[config.mk]
export PLATFORM = sky130hd
export DESIGN_NAME = point_sphere_model_classifier_core
export DESIGN_NICKNAME = d
export VERILOG_FILES = /design/src/rtl/psm_pkg.sv /design/src/rtl/psm_cell.sv /design/src/rtl/psm_dist.sv /design/src/rtl/point_sphere_model_classifier_core.sv
export SDC_FILE = /design/constraint.sdc
export NUM_CORES = 2
export LEC_CHECK = 0
export ABC_AREA = 1
export BUFFER_PORTS_ARGS = -buffer_cell sky130_fd_sc_hd__buf_2
export CAP_MARGIN = 20
export CORE_UTILIZATION = 50
export CTS_CLUSTER_SIZE = 14
export DETAILED_ROUTE_END_ITERATION = 6
export GPL_TIMING_DRIVEN = 0
export PLACE_DENSITY = 0.66
export SLEW_MARGIN = 20
export SYNTH_ARGS = -nofsm -noshare
export SYNTH_HDL_FRONTEND = slang
export SYNTH_SLANG_ARGS = --single-unit
[constraint.sdc]
create_clock -name clk -period 211.4 [get_ports clk]
set_input_delay 21.14 -clock clk [delete_from_list [all_inputs] [get_ports clk]]
set_output_delay 21.14 -clock clk [all_outputs]
set_load 0.02 [all_outputs]
[src/rtl/psm_pkg.sv]
package psm_pkg;

  localparam int MAX_MODEL_POINTS = 64;
  localparam int IDX_W = (MAX_MODEL_POINTS > 1) ? $clog2(MAX_MODEL_POINTS) : 1;
  localparam int CNT_W = $clog2(MAX_MODEL_POINTS + 1);
  localparam int COORD_W = 16;
  localparam int RADIUS_W = 16;
  localparam int RADIUS_SQ_W = 2 * RADIUS_W;
  localparam int DIST_SQ_W = 2 * COORD_W + 2;
  localparam int APB_ADDR_W = 3;
  localparam int APB_DATA_W = 32;

  localparam logic [1:0] OP_CLASSIFY = 2'd0;
  localparam logic [1:0] OP_APPEND = 2'd1;
  localparam logic [1:0] OP_CLEAR = 2'd2;

  localparam logic [1:0] CLASS_ROBOT = 2'd0;
  localparam logic [1:0] CLASS_INTEREST = 2'd1;
  localparam logic [1:0] CLASS_ELSEWHERE = 2'd2;

  localparam logic [0:0] REG_ROBOT_RADIUS = 1'b0;
  localparam logic [0:0] REG_INTEREST_RADIUS = 1'b1;

  localparam logic [RADIUS_W-1:0] ROBOT_RADIUS_RST = 16'd100;
  localparam logic [RADIUS_W-1:0] INTEREST_RADIUS_RST = 16'd500;

  typedef struct packed {
    logic signed [COORD_W-1:0] x;
    logic signed [COORD_W-1:0] y;
    logic signed [COORD_W-1:0] z;
  } point_t;

  typedef struct packed {
    logic [1:0] opcode;
    logic signed [COORD_W-1:0] pos_x;
    logic signed [COORD_W-1:0] pos_y;
    logic signed [COORD_W-1:0] pos_z;
  } cmd_t;

  typedef struct packed {
    logic [1:0] point_class;
    logic keep_point;
    logic signed [COORD_W-1:0] out_x;
    logic signed [COORD_W-1:0] out_y;
    logic signed [COORD_W-1:0] out_z;
  } res_t;

  typedef struct packed {
    logic start;
    logic valid;
  } feed_ctl_t;

  typedef struct packed {
    logic robot;
    logic near;
  } flags_t;

endpackage

[src/rtl/psm_cell.sv]
module psm_cell (
  input  logic            clk,
  input  logic            shift,
  input  psm_pkg::point_t prev,
  output psm_pkg::point_t q
);

  always_ff @(posedge clk) begin
    if (shift) begin
      q <= prev;
    end
  end

endmodule

[src/rtl/psm_dist.sv]
module psm_dist (
  input  logic                             clk,
  input  logic                             rst,
  input  psm_pkg::feed_ctl_t               ctl,
  input  psm_pkg::point_t                  entry,
  input  psm_pkg::point_t                  query,
  input  logic [psm_pkg::RADIUS_W-1:0]     robot_radius,
  input  logic [psm_pkg::RADIUS_W-1:0]     interest_radius,
  output psm_pkg::flags_t                  flags
);

  logic [psm_pkg::RADIUS_SQ_W-1:0] rsq;
  logic [psm_pkg::RADIUS_SQ_W-1:0] isq;
  logic signed [psm_pkg::COORD_W:0] dx, dy, dz;
  logic [psm_pkg::COORD_W-1:0] adx, ady, adz;
  logic [psm_pkg::COORD_W-1:0] adx_r, ady_r, adz_r;
  logic va;
  logic [2*psm_pkg::COORD_W-1:0] sx, sy, sz;
  logic vb;
  logic [psm_pkg::DIST_SQ_W-1:0] dsum;

  always_comb begin
    dx = $signed({query.x[psm_pkg::COORD_W-1], query.x})
       - $signed({entry.x[psm_pkg::COORD_W-1], entry.x});
    dy = $signed({query.y[psm_pkg::COORD_W-1], query.y})
       - $signed({entry.y[psm_pkg::COORD_W-1], entry.y});
    dz = $signed({query.z[psm_pkg::COORD_W-1], query.z})
       - $signed({entry.z[psm_pkg::COORD_W-1], entry.z});
    adx = dx[psm_pkg::COORD_W] ? psm_pkg::COORD_W'(-dx) : dx[psm_pkg::COORD_W-1:0];
    ady = dy[psm_pkg::COORD_W] ? psm_pkg::COORD_W'(-dy) : dy[psm_pkg::COORD_W-1:0];
    adz = dz[psm_pkg::COORD_W] ? psm_pkg::COORD_W'(-dz) : dz[psm_pkg::COORD_W-1:0];
  end

  assign dsum = psm_pkg::DIST_SQ_W'(sx) + psm_pkg::DIST_SQ_W'(sy)
              + psm_pkg::DIST_SQ_W'(sz);

  always_ff @(posedge clk) begin
    rsq <= psm_pkg::RADIUS_SQ_W'(robot_radius) * psm_pkg::RADIUS_SQ_W'(robot_radius);
    isq <= psm_pkg::RADIUS_SQ_W'(interest_radius)
         * psm_pkg::RADIUS_SQ_W'(interest_radius);
    adx_r <= adx;
    ady_r <= ady;
    adz_r <= adz;
    sx <= (2*psm_pkg::COORD_W)'(adx_r) * (2*psm_pkg::COORD_W)'(adx_r);
    sy <= (2*psm_pkg::COORD_W)'(ady_r) * (2*psm_pkg::COORD_W)'(ady_r);
    sz <= (2*psm_pkg::COORD_W)'(adz_r) * (2*psm_pkg::COORD_W)'(adz_r);
    if (rst) begin
      va <= 1'b0;
      vb <= 1'b0;
      flags <= '0;
    end else begin
      va <= ctl.valid;
      vb <= va;
      if (ctl.start) begin
        flags <= '0;
      end else if (vb) begin
        if (dsum < psm_pkg::DIST_SQ_W'(rsq)) begin
          flags.robot <= 1'b1;
        end
        if (dsum < psm_pkg::DIST_SQ_W'(isq)) begin
          flags.near <= 1'b1;
        end
      end
    end
  end

endmodule

[src/rtl/point_sphere_model_classifier_core.sv]
// A classify rotates the cell chain once past the single distance unit, whatever
// the table fill, then passes the drain state; its result is registered in the
// done state, which holds while a pending result is stalled. No new command is
// taken until a classify ends; append and clear never leave the idle state.
// Reset (synchronous, rst high): table empty, radii 100 mm and 500 mm, no
// result pending; table contents are not cleared.
module point_sphere_model_classifier_core (
  input  logic                               clk,
  input  logic                               rst,
  input  logic                               cmd_valid,
  output logic                               cmd_stall,
  input  psm_pkg::cmd_t                      cmd,
  output logic                               res_valid,
  input  logic                               res_stall,
  output psm_pkg::res_t                      res,
  input  logic                               psel,
  input  logic                               penable,
  input  logic                               pwrite,
  input  logic [psm_pkg::APB_ADDR_W-1:0]     paddr,
  input  logic [psm_pkg::APB_DATA_W-1:0]     pwdata,
  output logic [psm_pkg::APB_DATA_W-1:0]     prdata,
  output logic                               pready
);

  typedef enum logic [1:0] {ST_IDLE, ST_WALK, ST_DRAIN, ST_DONE} state_t;

  state_t state;
  logic [psm_pkg::CNT_W-1:0] count;
  logic [psm_pkg::IDX_W-1:0] step;
  logic drain;
  psm_pkg::point_t query;
  logic [psm_pkg::RADIUS_W-1:0] robot_radius;
  logic [psm_pkg::RADIUS_W-1:0] interest_radius;
  psm_pkg::point_t chain [psm_pkg::MAX_MODEL_POINTS];
  psm_pkg::point_t head_in;
  psm_pkg::point_t cmd_point;
  logic cmd_fire;
  logic append_fire;
  logic shift;
  logic [psm_pkg::CNT_W:0] reach;
  psm_pkg::feed_ctl_t feed;
  psm_pkg::flags_t flags;
  logic [0:0] reg_idx;
  logic [1:0] cls;

  assign pready = 1'b1;
  assign reg_idx = paddr[2:2];
  assign cmd_stall = (state != ST_IDLE);
  assign cmd_fire = cmd_valid && !cmd_stall;
  assign cmd_point = '{x: cmd.pos_x, y: cmd.pos_y, z: cmd.pos_z};
  assign append_fire = cmd_fire && (cmd.opcode == psm_pkg::OP_APPEND)
                    && (count < psm_pkg::CNT_W'(psm_pkg::MAX_MODEL_POINTS));
  assign shift = append_fire || (state == ST_WALK);
  assign head_in = append_fire ? cmd_point : chain[psm_pkg::MAX_MODEL_POINTS-1];
  assign reach = (psm_pkg::CNT_W+1)'(step) + (psm_pkg::CNT_W+1)'(count);
  assign feed.start = cmd_fire && (cmd.opcode == psm_pkg::OP_CLASSIFY);
  assign feed.valid = (state == ST_WALK)
                   && (reach >= (psm_pkg::CNT_W+1)'(psm_pkg::MAX_MODEL_POINTS));

  always_comb begin
    if (flags.robot) begin
      cls = psm_pkg::CLASS_ROBOT;
    end else if (flags.near) begin
      cls = psm_pkg::CLASS_INTEREST;
    end else begin
      cls = psm_pkg::CLASS_ELSEWHERE;
    end
  end

  always_comb begin
    case (reg_idx)
      psm_pkg::REG_ROBOT_RADIUS: prdata = psm_pkg::APB_DATA_W'(robot_radius);
      psm_pkg::REG_INTEREST_RADIUS: prdata = psm_pkg::APB_DATA_W'(interest_radius);
      default: prdata = '0;
    endcase
  end

  genvar gi;
  generate
    for (gi = 0; gi < psm_pkg::MAX_MODEL_POINTS; gi++) begin : g_cell
      if (gi == 0) begin : g_head
        psm_cell u_cell (.clk(clk), .shift(shift), .prev(head_in), .q(chain[gi]));
      end else begin : g_body
        psm_cell u_cell (.clk(clk), .shift(shift), .prev(chain[gi-1]), .q(chain[gi]));
      end
    end
  endgenerate

  psm_dist u_dist (
    .clk             (clk),
    .rst             (rst),
    .ctl             (feed),
    .entry           (chain[psm_pkg::MAX_MODEL_POINTS-1]),
    .query           (query),
    .robot_radius    (robot_radius),
    .interest_radius (interest_radius),
    .flags           (flags)
  );

  always_ff @(posedge clk) begin
    if (rst) begin
      state <= ST_IDLE;
      count <= '0;
      step <= '0;
      drain <= 1'b0;
      res_valid <= 1'b0;
      robot_radius <= psm_pkg::ROBOT_RADIUS_RST;
      interest_radius <= psm_pkg::INTEREST_RADIUS_RST;
    end else begin
      if (psel && penable && pwrite && pready) begin
        case (reg_idx)
          psm_pkg::REG_ROBOT_RADIUS: robot_radius <= pwdata[psm_pkg::RADIUS_W-1:0];
          psm_pkg::REG_INTEREST_RADIUS:
            interest_radius <= pwdata[psm_pkg::RADIUS_W-1:0];
          default: ;
        endcase
      end
      if (res_valid && !res_stall && (state != ST_DONE)) begin
        res_valid <= 1'b0;
      end
      case (state)
        ST_IDLE: begin
          if (cmd_fire) begin
            case (cmd.opcode)
              psm_pkg::OP_CLASSIFY: begin
                query <= cmd_point;
                step <= '0;
                state <= ST_WALK;
              end
              psm_pkg::OP_APPEND: begin
                if (append_fire) begin
                  count <= count + 1'b1;
                end
              end
              psm_pkg::OP_CLEAR: count <= '0;
              default: ;
            endcase
          end
        end
        ST_WALK: begin
          step <= step + 1'b1;
          if (step == psm_pkg::IDX_W'(psm_pkg::MAX_MODEL_POINTS - 1)) begin
            drain <= 1'b0;
            state <= ST_DRAIN;
          end
        end
        ST_DRAIN: begin
          drain <= 1'b1;
          if (drain) begin
            state <= ST_DONE;
          end
        end
        ST_DONE: begin
          if (!res_valid || !res_stall) begin
            res.point_class <= cls;
            res.keep_point <= (cls == psm_pkg::CLASS_INTEREST);
            res.out_x <= query.x;
            res.out_y <= query.y;
            res.out_z <= query.z;
            res_valid <= 1'b1;
            state <= ST_IDLE;
          end
        end
        default: state <= ST_IDLE;
      endcase
    end
  end

`ifndef ASSERT_OFF
  a_count_bound: assert property (@(posedge clk) disable iff (rst)
    count <= psm_pkg::CNT_W'(psm_pkg::MAX_MODEL_POINTS))
    else $error("model count above capacity");

  a_clear_empties: assert property (@(posedge clk) disable iff (rst)
    cmd_fire && (cmd.opcode == psm_pkg::OP_CLEAR) |=> (count == '0))
    else $error("clear did not empty the table");

  a_keep_matches_class: assert property (@(posedge clk) disable iff (rst)
    res_valid |-> (res.keep_point == (res.point_class == psm_pkg::CLASS_INTEREST)))
    else $error("keep flag disagrees with class");

  a_no_feed_when_idle: assert property (@(posedge clk) disable iff (rst)
    feed.valid |-> (state == ST_WALK) && cmd_stall)
    else $error("distance unit fed outside a walk");
`endif

endmodule

==> results.yml <==
critical_path:
  crit_family: "buffers and inverters"
  cp_num_buf_inv: 4
  path_cells: "buf_2 -> clkbuf_1 -> clkbuf_1 -> nand2_1 -> o21ai_0 -> buf_2"
  end_kind: "primary output"
  cp.required_ps: 190260
  crit_fanout: 10
  startpoint_type: "input pin"
  critical_path.max_stage_delay_ps: 380
  crit_arrival_ps: 22420
  critical_path_class: "input pin to primary output"
  cp_slowest_cell: "clkbuf_1"
routing:
  drt_wl_total_microns: 282000
  firstDrtPassIters: 6
  viasPerCell: 4.95
  ant_nets: 0
  via_count: 74000
  wl_per_cell_microns: 18.8
  drt_iter0_markers: 5120
  drcViolationCount: 0
global_routing:
  grt_pass1_wl_microns: 446000
  first_global_vias: 77200
  grt-ovfl-total: 0
  grt_antenna_before_repair: 20
  grt_start_max_net_pins: 66
  grt_use_total: 0.193
cts:
  cts_resized: 0
  post-cts-setup-buffer-count: 0
  htreeDepth: 5
  tritoncts: "done"
  path_clk_slew_ps: 60
  clock_path_buffers: 4
  cts.sinks: 3426
  clk_latency_ps: 910
  clock-root-buffer: "clkbuf_16"
  cts_buffers: 337
  postCtsHoldBufs: 0
sta:
  slew_viol_final: 0
  finalSetupViolations: 0
  rsz0062_at_grt: "false"
  post-route-min-period_ps: 43560
  relSlewSlack: 0.238
  tightest_slew_ps: 1130
  finClkSkew_ps: 63.3
  max_freq_ghz: 0.0230
  final_hold_viol_count: 0
  final.setup.tns_ps: 0
  fin_crit_sh: 0.206
yosys:
  synth-async-reset-ratio: 0
  ys_top_cells_by_area: "edfxtp_1, fa_1, ha_1, inv_1, nand2_1"
  synthCells: 10200
  synth_seq_cells: 3426
  yosys.area_share.adder: 0.168
  ys_types: 58
  yosysTopAreaCell: "edfxtp_1"
  synthesis.area_sq_mm: 0.149
  synthMuxAreaShare: 0
  synth-simple-area-share: 0.0569
  synth_top_family_by_area: "adder cells"
  synth_compound_area_frac: 0.0273
  yosys_warnings: 0
  synth_top_area_frac: 0.641
  synth-xor-area-share: 0.0165
  ys_seq_area_frac: 0.676
  yosys_most_used_dff: "edfxtp_1"
  synth_edf_count: 3170
  syn_avg_cell_area_sq_um: 14.6
final_layout:
  fillCellCount: 23100
  fin_area_sq_mm: 0.167
  syn2layout_area_growth_pct: 12.2
  fin_nets: 12300
  final-seq-area_sq_mm: 0.100
  final_layout_size_suffix_gt1_frac: 0.0692
  multi_input_comb_area_sq_mm: 0.0401
die:
  die_height_microns: 547
  core_region_area_sq_mm: 0.295
  fp.dieArea_sq_mm: 0.299
  io_pins: 178
  fp-row-count: 199
  fp.dieW_microns: 547
  initial_core_util: 0.504
hold_path:
  holdCritPathClass: "flip-flop to flip-flop"
job:
  maxCapViolCount: 0
placement:
  port-buffer-count: 141
  hpwl_microns: 197000
  place.gp.congestion: 0.937
  placedInstanceArea_sq_mm: 0.156
outcome:
  status: "completed"
[placed cells by master, fill, tap and decap left out, types with 158 or more instances in the layout]
master     count
nand3_1      158
edfxtp_1    3170
nor2_1       307
clkbuf_1     239
clkbuf_16    340
a21oi_1      322
xor2_1       178
o21ai_0      212
fa_1         825
inv_1       1970
ha_1         678
dfxtp_1      256
nand2_1     1440
[cell type report]
type,count,share of cell area
Sequential cell,3426,0.602
Multi-Input combinational cell,4599,0.240
Clock buffer,423,0.0533
Inverter,1976,0.0445
Tap cell,3919,0.0294
Timing Repair Buffer,208,0.0136
Clock inverter,181,0.0119
Buffer,191,0.00478
Antenna cell,18,0.000270
[cells by family (layout without fill, tap and decap cells)]
group                    after synthesis  count (layout)
adder cells (fa/ha/maj)             1503            1503
other                                  2              35
flip-flops                          3426            3426
buffers and inverters               2167            2979
XOR/XNOR                             277             277
AND/OR/NAND/NOR                     2082            2082
AO/OA/AOI/OAI                        720             720
[synth_stat cells, types with 7 or more instances]
cell type,number
edfxtp_1,3170
inv_1,1970
nand2_1,1441
fa_1,825
ha_1,678
a21oi_1,322
nor2_1,308
dfxtp_1,256
o21ai_0,213
xor2_1,178
clkbuf_1,164
nand3_1,158
xnor2_1,95
nor3_1,55
nand4_1,45
a21o_1,42
o21bai_1,27
a31oi_1,22
buf_4,19
a211oi_1,16
nand3b_1,14
o21a_1,14
o21ai_1,13
nand2_2,10
nor4_1,9
o211ai_1,9
nor2_2,8
or2_2,8
a21boi_1,7
buf_1,7
nand3_2,7
[stage by stage]
step / hold WS, ps / instances / utilization / setup slack (ps)
6_report: 363 / 14900 / 0.566 / 167840
5_1_grt: 365 / 14900 / 0.566 / 167660
4_1_cts: 360 / 14900 / 0.566 / 167850
3_5_place_dp: 362 / 14300 / 0.529 / 167870
3_3_place_gp: 352 / 14300 / 0.523 / 96600
2_1_floorplan: 329 / 10200 / - / 120010
[registers in the layout (all words and copies together), names as in the netlist, 2 cells and up]
register and cells:
u_dist.ady_r 16, g_cell.g_body.u_cell.q 3024, u_dist.flags 2, u_dist.isq 31
robot_radius 16, step 6, count 7, u_dist.adz_r 16
u_dist.rsq 31, res 50, u_dist.sz 31, query 48
u_dist.adx_r 16, g_cell.g_head.u_cell.q 48, state 2, interest_radius 16
u_dist.sx 31, u_dist.sy 31
[metal layers]
metal | vias to the layer above | GRT usage | wire (microns)
li1 | 35000 | - | -
met1 | 37200 | 0.285 | 132000
met2 | 1337 | 0.299 | 128000
met3 | 440 | 0.0233 | 11200
met4 | 2 | 0.0673 | 9660
met5 | - | 0 | 14
[worst paths after layout]
kind                                                      from                        endpoint  slack (ps)  depth (start not counted)
worst min-delay path            g_cell[62].g_body.u_cell.q[42]  g_cell[63].g_body.u_cell.q[42]         360                          0
worst max-delay path                                  paddr[2]                      prdata[11]      167840                          6
worst min register to register  g_cell[62].g_body.u_cell.q[42]  g_cell[63].g_body.u_cell.q[42]         360                          0
worst max register to register              interest_radius[6]                  u_dist.isq[23]      203930                         22
Power is left out: the tool's default activity adds up to more than one toggle a clock period on the data nets, which glitch-free logic cannot reach.
